--- src/mavv_pkg.sv ---
// Shared types and constants for the moving average and variation filter.
package mavv_pkg;

	typedef enum logic [3:0] {
		ST_IDLE,
		ST_SHIFT_RD,
		ST_SHIFT,
		ST_HEAD,
		ST_SUM,
		ST_DRAIN,
		ST_MUL,
		ST_CHECK,
		ST_DIV,
		ST_SQRT,
		ST_FINISH
	} mavv_state_t;

	typedef logic [1:0] mavv_mode_t;

	localparam mavv_mode_t MODE_VARIATION = 2'd0;
	localparam mavv_mode_t MODE_LONG_MEAN = 2'd1;
	localparam mavv_mode_t MODE_SHORT_MEAN = 2'd2;
	localparam mavv_mode_t MODE_UNUSED = 2'd3;

	localparam mavv_mode_t MODE_RESET = MODE_LONG_MEAN;

	// Register index taken from paddr[2]
	localparam logic REG_FILTER_MODE = 1'b0;

	localparam int SAMPLE_W = 16;
	localparam int RESULT_W = 24;
	localparam int DIV_STEPS = 32;
	localparam logic [RESULT_W-1:0] CV_MAX = 24'd65535;

	localparam int TUSER_IS_VARIATION = 0;
	localparam int TUSER_ZERO_MEAN = 1;

endpackage

--- src/moving_average_with_variation.sv ---
// Top level: windowed mean and coefficient of variation over a RAM-held sample window.
//
//  Channel  Direction  Signals                          Carries
//  s_*      in         s_tvalid s_tready s_tdata[15:0]  sample
//  m_*      out        m_tvalid m_tready m_tdata[23:0]  result_value
//                      m_tuser[1:0]                     result_is_variation, zero_mean
//  APB      in         psel penable pwrite paddr[2:0]   filter_mode at address 0
//
// One transaction at a time. A full window is first shifted through the RAM port, then
// n entries are read and summed. A mean then takes a divide; a coefficient of variation
// adds products, a divide and a square root.
// Reset clears the fill count and the output slot; the RAM needs no clearing.
// A new sample is taken while a finished result waits on m_tready.
module moving_average_with_variation
	import mavv_pkg::*;
#(
	parameter int WINDOW = 16,
	parameter int SHORT_WINDOW = 5
) (
	input  logic        clk,
	input  logic        arst_n,
	input  logic        s_tvalid,
	output logic        s_tready,
	input  logic [15:0] s_tdata,   // [15:0] sample
	output logic        m_tvalid,
	input  logic        m_tready,
	output logic [23:0] m_tdata,   // [23:0] result_value
	output logic [1:0]  m_tuser,   // [0] result_is_variation, [1] zero_mean
	input  logic        psel,
	input  logic        penable,
	input  logic        pwrite,
	input  logic [2:0]  paddr,
	input  logic [31:0] pwdata,
	output logic [31:0] prdata,
	output logic        pready
);

	localparam int DEPTH = (WINDOW > SHORT_WINDOW) ? WINDOW : SHORT_WINDOW;
	localparam int AW = $clog2(DEPTH);
	localparam int CNT_W = $clog2(DEPTH + 1);
	localparam int SUM_W = SAMPLE_W + CNT_W;
	localparam int SQ_W = 2 * SAMPLE_W + CNT_W;
	localparam int DEN_W = 2 * SUM_W;
	localparam int D_W = SQ_W + CNT_W;
	localparam int LONG_TOP = WINDOW - 1;
	localparam int SHORT_TOP = (SHORT_WINDOW < DEPTH) ? SHORT_WINDOW : SHORT_WINDOW - 1;

	mavv_state_t state_q, state_d;
	mavv_mode_t  mode_q, op_mode_q;

	logic [CNT_W-1:0]    fill_q, n_q, rcnt_q, win_len;
	logic                full_q, win_full, accept, cfg_write;
	logic [SAMPLE_W-1:0] sample_q;
	logic [AW-1:0]       rptr_q;

	logic                ram_we, ram_re;
	logic [AW-1:0]       ram_waddr, ram_raddr;
	logic [SAMPLE_W-1:0] ram_wdata, ram_rdata;

	logic                  rv_s1, v_s2;
	logic [SAMPLE_W-1:0]   d_s2;
	logic [2*SAMPLE_W-1:0] sq_s2;
	logic [SUM_W-1:0]      sum_q;
	logic [SQ_W-1:0]       sumsq_q;
	logic [DEN_W-1:0]      sqs_q;
	logic [D_W-1:0]        nsq_q, diff;
	logic                  sat;

	logic [DEN_W-1:0] rem_q, den_q, rem_nxt;
	logic [DEN_W:0]   trial_div;
	logic             div_ge;
	logic [31:0]      low_q, quo_q, quo_nxt;
	logic [4:0]       step_q;
	logic             is_cv_q;

	logic [31:0] x_q, res_q, bit_q;
	logic [32:0] trial_sq;
	logic        sq_take;

	logic [RESULT_W-1:0] res_val_q;
	logic                res_var_q, res_zm_q;
	logic                out_load, drain_done;

	assign pready = 1'b1;
	assign cfg_write = psel & penable & pwrite;
	assign prdata = (paddr[2] == REG_FILTER_MODE) ? {30'd0, mode_q} : 32'd0;

	assign accept = s_tvalid & s_tready;
	assign win_len = (mode_q == MODE_SHORT_MEAN) ? CNT_W'(SHORT_WINDOW) : CNT_W'(WINDOW);
	assign win_full = (fill_q >= win_len);
	assign drain_done = !rv_s1 && !v_s2;
	assign out_load = (state_q == ST_FINISH) && (!m_tvalid || m_tready);

	// Restoring divider step
	assign trial_div = {rem_q, low_q[31]};
	assign div_ge = (trial_div >= {1'b0, den_q});
	assign rem_nxt = div_ge ? DEN_W'(trial_div - {1'b0, den_q}) : trial_div[DEN_W-1:0];
	assign quo_nxt = {quo_q[30:0], div_ge};

	// Square root step
	assign trial_sq = {1'b0, res_q} + {1'b0, bit_q};
	assign sq_take = ({1'b0, x_q} >= trial_sq);

	assign diff = nsq_q - D_W'(sqs_q);
	assign sat = ({8'd0, diff} >= (D_W + 8)'({sqs_q, 8'd0}));

	mavv_ram #(
		.WIDTH(SAMPLE_W),
		.DEPTH(DEPTH)
	) u_window_ram (
		.clk  (clk),
		.we   (ram_we),
		.waddr(ram_waddr),
		.wdata(ram_wdata),
		.re   (ram_re),
		.raddr(ram_raddr),
		.rdata(ram_rdata)
	);

	always_comb begin
		state_d = state_q;
		unique case (state_q)
			ST_IDLE: begin
				if (accept) begin
					if (mode_q == MODE_UNUSED) begin
						state_d = ST_FINISH;
					end else if (win_full) begin
						state_d = ST_SHIFT_RD;
					end else begin
						state_d = ST_SUM;
					end
				end
			end
			ST_SHIFT_RD: state_d = ST_SHIFT;
			ST_SHIFT: begin
				if (rptr_q == '0) begin
					state_d = ST_HEAD;
				end
			end
			ST_HEAD: state_d = ST_SUM;
			ST_SUM: begin
				if (rcnt_q == CNT_W'(n_q - 1'b1)) begin
					state_d = ST_DRAIN;
				end
			end
			ST_DRAIN: begin
				if (drain_done) begin
					if (op_mode_q != MODE_VARIATION) begin
						state_d = ST_DIV;
					end else if (!full_q || sum_q == '0) begin
						state_d = ST_FINISH;
					end else begin
						state_d = ST_MUL;
					end
				end
			end
			ST_MUL: state_d = ST_CHECK;
			ST_CHECK: state_d = sat ? ST_FINISH : ST_DIV;
			ST_DIV: begin
				if (step_q == 5'(DIV_STEPS - 1)) begin
					state_d = is_cv_q ? ST_SQRT : ST_FINISH;
				end
			end
			ST_SQRT: begin
				if (bit_q == '0) begin
					state_d = ST_FINISH;
				end
			end
			ST_FINISH: begin
				if (out_load) begin
					state_d = ST_IDLE;
				end
			end
			default: state_d = ST_IDLE;
		endcase
	end

	always_comb begin
		s_tready = 1'b0;
		ram_we = 1'b0;
		ram_waddr = '0;
		ram_wdata = s_tdata;
		ram_re = 1'b0;
		ram_raddr = '0;
		unique case (state_q)
			ST_IDLE: begin
				s_tready = 1'b1;
				// Append while filling
				ram_we = accept && (mode_q != MODE_UNUSED) && !win_full;
				ram_waddr = fill_q[AW-1:0];
			end
			ST_SHIFT_RD: begin
				ram_re = 1'b1;
				ram_raddr = rptr_q;
			end
			ST_SHIFT: begin
				ram_we = 1'b1;
				ram_waddr = AW'(rptr_q + 1'b1);
				ram_wdata = ram_rdata;
				ram_re = (rptr_q != '0);
				ram_raddr = AW'(rptr_q - 1'b1);
			end
			ST_HEAD: begin
				ram_we = 1'b1;
				ram_waddr = '0;
				ram_wdata = sample_q;
			end
			ST_SUM: begin
				ram_re = 1'b1;
				ram_raddr = rcnt_q[AW-1:0];
			end
			ST_DRAIN, ST_MUL, ST_CHECK, ST_DIV, ST_SQRT, ST_FINISH: begin
				ram_we = 1'b0;
			end
			default: ram_we = 1'b0;
		endcase
	end

	always_ff @(posedge clk or negedge arst_n) begin
		if (!arst_n) begin
			state_q <= ST_IDLE;
			mode_q <= MODE_RESET;
			fill_q <= '0;
			m_tvalid <= 1'b0;
			rv_s1 <= 1'b0;
			v_s2 <= 1'b0;
		end else begin
			state_q <= state_d;
			if (cfg_write && paddr[2] == REG_FILTER_MODE) begin
				mode_q <= mavv_mode_t'(pwdata[1:0]);
			end
			if (accept && mode_q != MODE_UNUSED && !win_full) begin
				fill_q <= CNT_W'(fill_q + 1'b1);
			end
			if (out_load) begin
				m_tvalid <= 1'b1;
			end else if (m_tready) begin
				m_tvalid <= 1'b0;
			end
			rv_s1 <= (state_q == ST_SUM);
			v_s2 <= rv_s1;
		end
	end

	always_ff @(posedge clk) begin
		// Sum pipeline: RAM read, square, accumulate
		if (rv_s1) begin
			d_s2 <= ram_rdata;
			sq_s2 <= ram_rdata * ram_rdata;
		end
		if (v_s2) begin
			sum_q <= sum_q + SUM_W'(d_s2);
			sumsq_q <= sumsq_q + SQ_W'(sq_s2);
		end
		if (out_load) begin
			m_tdata <= res_val_q;
			m_tuser[TUSER_IS_VARIATION] <= res_var_q;
			m_tuser[TUSER_ZERO_MEAN] <= res_zm_q;
		end
		unique case (state_q)
			ST_IDLE: begin
				if (accept) begin
					sample_q <= s_tdata;
					op_mode_q <= mode_q;
					sum_q <= '0;
					sumsq_q <= '0;
					rcnt_q <= '0;
					res_val_q <= '0;
					res_var_q <= 1'b0;
					res_zm_q <= 1'b0;
					rptr_q <= (mode_q == MODE_SHORT_MEAN) ? AW'(SHORT_TOP - 1) : AW'(LONG_TOP - 1);
					full_q <= win_full;
					n_q <= win_full ? win_len : CNT_W'(fill_q + 1'b1);
				end
			end
			ST_SHIFT: begin
				if (rptr_q != '0) begin
					rptr_q <= AW'(rptr_q - 1'b1);
				end
			end
			ST_SUM: rcnt_q <= CNT_W'(rcnt_q + 1'b1);
			ST_DRAIN: begin
				if (drain_done) begin
					rem_q <= '0;
					low_q <= 32'({sum_q, 8'd0});
					den_q <= DEN_W'(n_q);
					quo_q <= '0;
					step_q <= '0;
					is_cv_q <= 1'b0;
					if (op_mode_q == MODE_VARIATION && full_q && sum_q == '0) begin
						res_val_q <= CV_MAX;
						res_var_q <= 1'b1;
						res_zm_q <= 1'b1;
					end
				end
			end
			ST_MUL: begin
				sqs_q <= sum_q * sum_q;
				nsq_q <= n_q * sumsq_q;
			end
			ST_CHECK: begin
				res_var_q <= 1'b1;
				if (sat) begin
					res_val_q <= CV_MAX;
				end
				rem_q <= DEN_W'(diff >> 8);
				low_q <= {diff[7:0], 24'd0};
				den_q <= sqs_q;
				quo_q <= '0;
				step_q <= '0;
				is_cv_q <= 1'b1;
			end
			ST_DIV: begin
				rem_q <= rem_nxt;
				low_q <= {low_q[30:0], 1'b0};
				quo_q <= quo_nxt;
				step_q <= 5'(step_q + 1'b1);
				x_q <= quo_nxt;
				res_q <= '0;
				bit_q <= 32'd1 << 30;
				if (!is_cv_q) begin
					res_val_q <= quo_nxt[RESULT_W-1:0];
				end
			end
			ST_SQRT: begin
				if (bit_q == '0) begin
					res_val_q <= {8'd0, res_q[15:0]};
				end else begin
					if (sq_take) begin
						x_q <= 32'(({1'b0, x_q}) - trial_sq);
						res_q <= (res_q >> 1) + bit_q;
					end else begin
						res_q <= res_q >> 1;
					end
					bit_q <= bit_q >> 2;
				end
			end
			ST_SHIFT_RD, ST_HEAD, ST_FINISH: begin
				is_cv_q <= is_cv_q;
			end
			default: is_cv_q <= is_cv_q;
		endcase
	end

endmodule

--- src/mavv_ram.sv ---
// Generic simple dual-port RAM with registered read.
module mavv_ram #(
	parameter int WIDTH = 16,
	parameter int DEPTH = 16
) (
	input  logic                     clk,
	input  logic                     we,
	input  logic [$clog2(DEPTH)-1:0] waddr,
	input  logic [WIDTH-1:0]         wdata,
	input  logic                     re,
	input  logic [$clog2(DEPTH)-1:0] raddr,
	output logic [WIDTH-1:0]         rdata
);

	logic [WIDTH-1:0] mem_q [DEPTH];

	always_ff @(posedge clk) begin
		if (we) begin
			mem_q[waddr] <= wdata;
		end
		if (re) begin
			rdata <= mem_q[raddr];
		end
	end

endmodule

--- config.mk ---
export PLATFORM = sky130hd
export DESIGN_NAME = moving_average_with_variation
export DESIGN_NICKNAME = d
export VERILOG_FILES = /design/src/mavv_pkg.sv /design/src/moving_average_with_variation.sv /design/src/mavv_ram.sv
export SDC_FILE = /design/constraint.sdc
export NUM_CORES = 2
export LEC_CHECK = 0
export BUFFER_PORTS_ARGS = -buffer_cell sky130_fd_sc_hd__buf_2
export CAP_MARGIN = 20
export CORE_MARGIN = 2
export CORE_UTILIZATION = 65
export DETAILED_ROUTE_END_ITERATION = 10
export GPL_TIMING_DRIVEN = 0
export PLACE_DENSITY = 0.82
export SYNTH_ARGS = -nofsm -noshare
export SYNTH_HDL_FRONTEND = slang
export SYNTH_SLANG_ARGS = --single-unit
--- constraint.sdc ---
create_clock -name clk -period 12.2 [get_ports clk]
set_clock_uncertainty 0.1 [all_clocks]
set_input_delay 1.22 -clock clk [delete_from_list [all_inputs] [get_ports clk]]
set_output_delay 1.22 -clock clk [all_outputs]
set_load 0.02 [all_outputs]
; Yosys cells after proc, flatten, opt, wreduce, memory -nomap -nowiden
; Memory sizes are Yosys's and may differ from the RTL's. A register that Yosys moved wholly into a read port is not among the register bits.
; Cells that the tools add are included.
; W data, S select, Z words.
[totals]
ff_bits = 538
ramBits = 256
input_bits = 58
elab_cells = 200
mem_count = 1
[mem_list]
columns = memory, depth, width, rd, rd_ports_with_merged_regs, write_ports, line_no
row1 = u_window_ram.mem_q, 16, 16, 1, 1, 1, mavv_ram.sv:15  ; logic [WIDTH-1:0] mem_q [DEPTH];
[classes]
addsub = 13
n_mul = 3
n_lt_le_gt_ge = 4
eq_ne = 28
muxes = 72
bitwise_logic = 4
reduce_logical = 43
[ops]
columns = op, n
row1 = $mux W32, 6
row2 = $pmux W32 S2, 3
row3 = $mux W24, 6
row4 = $mux W42, 3
row5 = $pmux W42 S3, 1
row6 = $pmux W24 S5, 1
row7 = $mux W37, 3
row8 = $pmux W32 S3, 1
row9 = $pmux W31 S3, 1
row10 = $pmux W42 S2, 1
row11 = $sub A42 B42 Y42, 2
row12 = $mux W21, 3
row13 = $mux W4, 13
row14 = $ge A42 B50 Y1, 1
row15 = $pmux W4 S11, 1
row16 = $ge A43 B42 Y1, 1
row17 = $mul A21 B21 Y42, 1
row18 = $mul A5 B37 Y42, 1
row19 = $add A37 B32 Y37, 1
row20 = $add A32 B32 Y33, 1
row21 = $ge A32 B33 Y1, 1
row22 = $add A31 B32 Y32, 1
row23 = $logic_not A32 Y1, 1
row24 = $mul A16 B16 Y32, 1
row25 = other kinds (44), 112

; Logic depth before layout (Yosys ltp)
[logic_depth]
ltp_word = 8
ltp_mapped = 28
mapped_depth_nobuf = 27

; Hierarchy
; From an unflattened synthesis, not the netlist that was laid out.
[unflattened]
cells_unflattened = 6270
area_unflattened_um2 = 66100.9
[modules_own_cells]
columns = mod, instances, cells_each, area_per_inst_um2
row1 = moving_average_with_variation, 1, 5838, 55898.6
row2 = mavv_ram, 1, 432, 10202.3

; Worst setup path before layout
; OpenSTA, ideal clock, no wires.
[synth_path]
path_kind = reg-to-reg
start = register sqs_q[5]
end = register res_val_q[0], enable pin
setup_ns = 0.536
arrival_ns = 7.847
slack_ns = 3.717
stages_incl_launch_ff = 21
path_cell_list = edfxtp_1 > inv_1 > ha_1 > o21ai_0 > o2bb2ai_1 > a211oi_1 > or3_1 > and2_1 > a311oi_1 > xnor2_1 > ha_1 > nor2_1 > nor2_1 > and3_1 > nand4_1 > or4b_1 > nor4_1 > a311oi_1 > o21ai_1 > nand3_1 > a2111oi_0
[synth_between]
elab_chain_cells = 4
[synth_rtl]
columns = item, line_no
row1 = from (decl), moving_average_with_variation.sv:65  ; logic [DEN_W-1:0] sqs_q;
row2 = from (signal assigned), moving_average_with_variation.sv:298  ; sqs_q <= sum_q * sum_q;
row3 = $sub A42 B42 Y42, moving_average_with_variation.sv:104  ; assign diff = nsq_q - D_W'(sqs_q);
row4 = $ge A42 B50 Y1 *, moving_average_with_variation.sv:105  ; assign sat = ({8'd0, diff} >= (D_W + 8)'({sqs_q, 8'd0}));
row5 = $ne A2 B2 Y1 (no source line) *, -
row6 = $reduce_and A7 Y1 (no source line) *, -
row7 = to (signal assigned), moving_average_with_variation.sv:322  ; res_val_q <= quo_nxt[RESULT_W-1:0];
row8 = to (signal assigned), moving_average_with_variation.sv:327  ; res_val_q <= {8'd0, res_q[15:0]};
row9 = to (decl), moving_average_with_variation.sv:80  ; logic [RESULT_W-1:0] res_val_q;
; Mark *: on every way between the ends. The rest lies on a longest branch, timed or not.
; A chain may end at the register's enable or synchronous reset.

; Worst setup path in the final report
[layout_path]
start = register sum_q[13]
end = register sqs_q[41] (data pin)
[layout_between]
elab_chain_cells = 1
[layout_rtl]
columns = item, line_no
row1 = from (decl), moving_average_with_variation.sv:63  ; logic [SUM_W-1:0] sum_q;
row2 = from (signal assigned), moving_average_with_variation.sv:252  ; sum_q <= sum_q + SUM_W'(d_s2);
row3 = $mul A21 B21 Y42, moving_average_with_variation.sv:298
; Every way passes these cells.

==> metrics.md <==
| Metric | Value |
|---|---|
| Crit end category | `flip-flop` |
| Dpl hpwl | `140,000 um` |
| Crit path max fanout | `8` |
| N_diodes | `0` |
| Max-slew headroom | `between 20% and 30%` |
| Post-Synthesis Cells | `~6,600` |
| Area Overhead vs Synth | `8.41%` |
| Register bit total from synthesis | `783` |
| Vias per cell | `roughly 6.1` |
| Detailed Route Iter0 Violations | `5,463` |
| DR WL/cell | `21.8 um` |
| Critical path type | `flip-flop to flip-flop` |
| Total Die Area | `about 110,000 um2` |
| CTS tree | `built` |
| Top Usage Layer GRT | `met2` |
| Die Ht | `between 300 and 400 um` |
| DRT antenna net count | `0` |
| Met2 usage | `between 50% and 60%` |
| Number of global-route vias before repair | `slightly above 50,000` |
| Hold buffer count at CTS | `0` |
| Row count | `around 120` |
| # Post-CTS Setup Buffers | `0` |
| Maxcap violations | `0` |
| Crit start category | `flip-flop` |
| Fin nets | `approximately 8,000` |
| Routability cong. | `1.03` |
| Worst-Skew Late Latency | `0.73 ns` |
| Post-synth ARST share | `1.79%` |
| GRT Util Overall | `approximately 35%` |
| Setup violators final | `0` |
| Cts repair resizes | `0` |
| Worst Path Required | `12.51 ns` |
| Status | `completed` |
| Min-Delay Path Class | `flip-flop to flip-flop` |
| Worst-Margin Slew | `about 1.1 ns` |
| Mean post-synth cell area | `just over 10 um2` |
| Worst-case clock buffer depth | `3` |
| H-Tree Depth | `3` |
| Dpl cell area | `between 60,000 and 70,000 um2` |
| Post-synth top flop | `edfxtp_1` |
| DRT Pass-1 Iters | `8` |
| Initial Util | `about two thirds` |
| Hold WS | `0.288 ns` |
| CP Data Arrival Time | `roughly 9.3 ns` |
| Share of layout cells above drive strength 1 | `5.42%` |
| Yosys warning total | `0` |
| RSZ-0062 raised after global routing | `no` |
| Minimum clock period | `~9 ns` |
| Post-synthesis sequential area ratio | `between 30% and 40%` |
| Count of cell types in the netlist | `99` |
| Via Count | `50,800` |
| Number of I/O port buffers | `55` |
| Endpoints failing hold | `0` |
| Reg clk slew, reported paths | `0.06 ns` |
| Global-route wire length before repair | `278,000 um` |
| Io pins | `roughly 120` |
| Grt met1 use | `between 40% and 50%` |
| Clock sink count | `just under 800` |
| EDFF count, synth | `a little over 700` |
| Pin count of the biggest net entering global routing | `60` |
| Grt ovf | `0` |
| Tcrit/Tclk final | `roughly three quarters` |
| Drt total wl | `between 150,000 and 200,000 um` |
| Commonest non-fill, non-tap cell in the layout | `inv_1` |
| Fin area | `approximately 72,000 um2` |
| CTS buffer count | `84` |
| Max Fclk | `between 100 and 150 MHz` |
| Met3 Use GR | `approximately 5.5%` |
| DRC viols | `0` |
| Core footprint | `102,000 um2` |
| Most frequent cells in the layout | `inv_1 (884), nand2_1 (711), edfxtp_1 (711)` |
| Max Slew Vio Count | `0` |
| Antenna violations before repair | `4` |
| TNS Setup | `0 ns` |
| Clock root buffer | `clkbuf_16` |
| FILL cells | `around 7,300` |
| Die X | `~320 um` |
| Area of the mapped netlist | `66,700 um2` |
-- cell usage after synthesis, types with 8 or more instances --
cell	count	area share, %
nor2b_1	47	0.44
and4_1	8	0.11
and2_0	26	0.24
a21oi_1	311	2.3
o21ai_1	17	0.13
a221oi_1	9	0.12
o211ai_1	50	0.56
o31a_1	8	0.11
nand2b_1	44	0.41
or3_1	30	0.28
and2_1	337	3.2
buf_1	19	0.11
nor2_1	364	2.0
buf_4	31	0.35
xor2_1	141	1.9
a21o_1	139	1.6
nor4_1	21	0.20
dfrtp_1	13	0.49
or2_2	20	0.19
o21bai_1	32	0.36
inv_1	884	5.0
buf_2	19	0.14
xnor2_1	183	2.4
edfxtp_1	711	32
o31ai_1	35	0.39
a211oi_1	130	1.5
a211o_1	30	0.39
o21a_1	38	0.43
nor3_1	76	0.57
and3_1	40	0.38
ha_1	545	10
dfxtp_1	58	1.7
a22oi_1	9	0.10
fa_1	582	17
mux2i_1	57	0.86
nand2_1	712	4.0
o21ai_0	198	1.5
nand4_1	62	0.58
a311oi_1	39	0.51
a31o_2	12	0.16
a31oi_1	87	0.82
nand3_1	81	0.61
a21boi_0	15	0.17
clkbuf_1	203	1.1
-- worst max-delay path: stages (launching register included) --
cell and delay [ns]:
dfxtp_1 0.47, clkbuf_1 0.59, clkinv_1 0.65, nor2_1 0.39
fa_1 0.50, fa_1 0.53, inv_1 0.05, fa_1 0.47
inv_1 0.05, fa_1 0.48, fa_1 0.50, fa_1 0.50
inv_1 0.05, fa_1 0.47, inv_1 0.05, ha_1 0.35
and2_1 0.21, nand2_1 0.11, or3_1 0.40, a211oi_1 0.67
o21ai_0 0.21, nand3_1 0.19, o31ai_1 0.12, o21ai_0 0.31
o31ai_1 0.15, xnor2_1 0.15
-- routing by layer --
layer | part of all wire (%) | up-vias | wire (um)
met3 | 9.1 | 637 | 16400
met1 | 37 | 24500 | 66800
met2 | 47 | 2671 | 85300
met5 | 0.017 | - | 31
li1 | - | 22900 | -
met4 | 6.3 | 4 | 11400
-- flip-flops by register name (all words and copies together) (netlist names), 16 cells and up --
register            count
bit_q                  16
d_s2                   16
den_q                  42
low_q                  24
m_tdata                24
nsq_q                  42
quo_q                  31
rem_q                  42
res_q                  32
res_val_q              24
sample_q               16
sq_s2                  30
sqs_q                  41
sum_q                  21
sumsq_q                37
u_window_ram.mem_q    256
u_window_ram.rdata     16
x_q                    32
-- metrics by stage --
stage	setup WS, ns	util, %	instances
6_report	3.19	71.0	8254
5_1_grt	2.80	71.0	8254
4_1_cts	3.30	71.0	8252
3_5_place_dp	3.36	68.2	8095
3_3_place_gp	-1.45	67.6	8054
2_1_floorplan	3.72	-	6631
-- final cells by class --
class	count	area [um2]	share of cell area, %
inverters	887	3330	4.61
plain buffers	275	1200	1.66
well taps	1368	1710	2.37
repair buffers	98	781	1.08
multi-input cells	4686	39500	54.6
flip-flops and latches	783	22900	31.6
clock inverters	57	728	1.01
clock buffers	100	2190	3.03
-- path summary, 6_finish.rpt --
check	cells past startpoint	slack, ns	end	from
setup / recovery	25	3.19	sqs_q[41]	sum_q[13]
hold / removal	0	0.29	m_tdata[17]	res_val_q[17]
setup reg to reg	25	3.19	sqs_q[41]	sum_q[13]
hold reg to reg	0	0.29	m_tdata[17]	res_val_q[17]
max in group asynchronous	1	11.30	mode_q[0]	arst_n
min in group asynchronous	1	0.37	v_s2	arst_n
-- cell families after synthesis --
kind of cell,Yosys count,share of synthesized area [%]
AO/OA/AOI/OAI,1245,12.4
XOR/XNOR,324,4.26
other,2,0.0113
multiplexers,64,0.974
flip-flops,783,34.3
buffers and inverters,1162,6.79
AND/OR/NAND/NOR,1895,13.6
adder cells (fa/ha/maj),1127,27.7
Power is not shown: default switching activity piles up to over one toggle a cycle in this logic, so the estimate is an artifact.
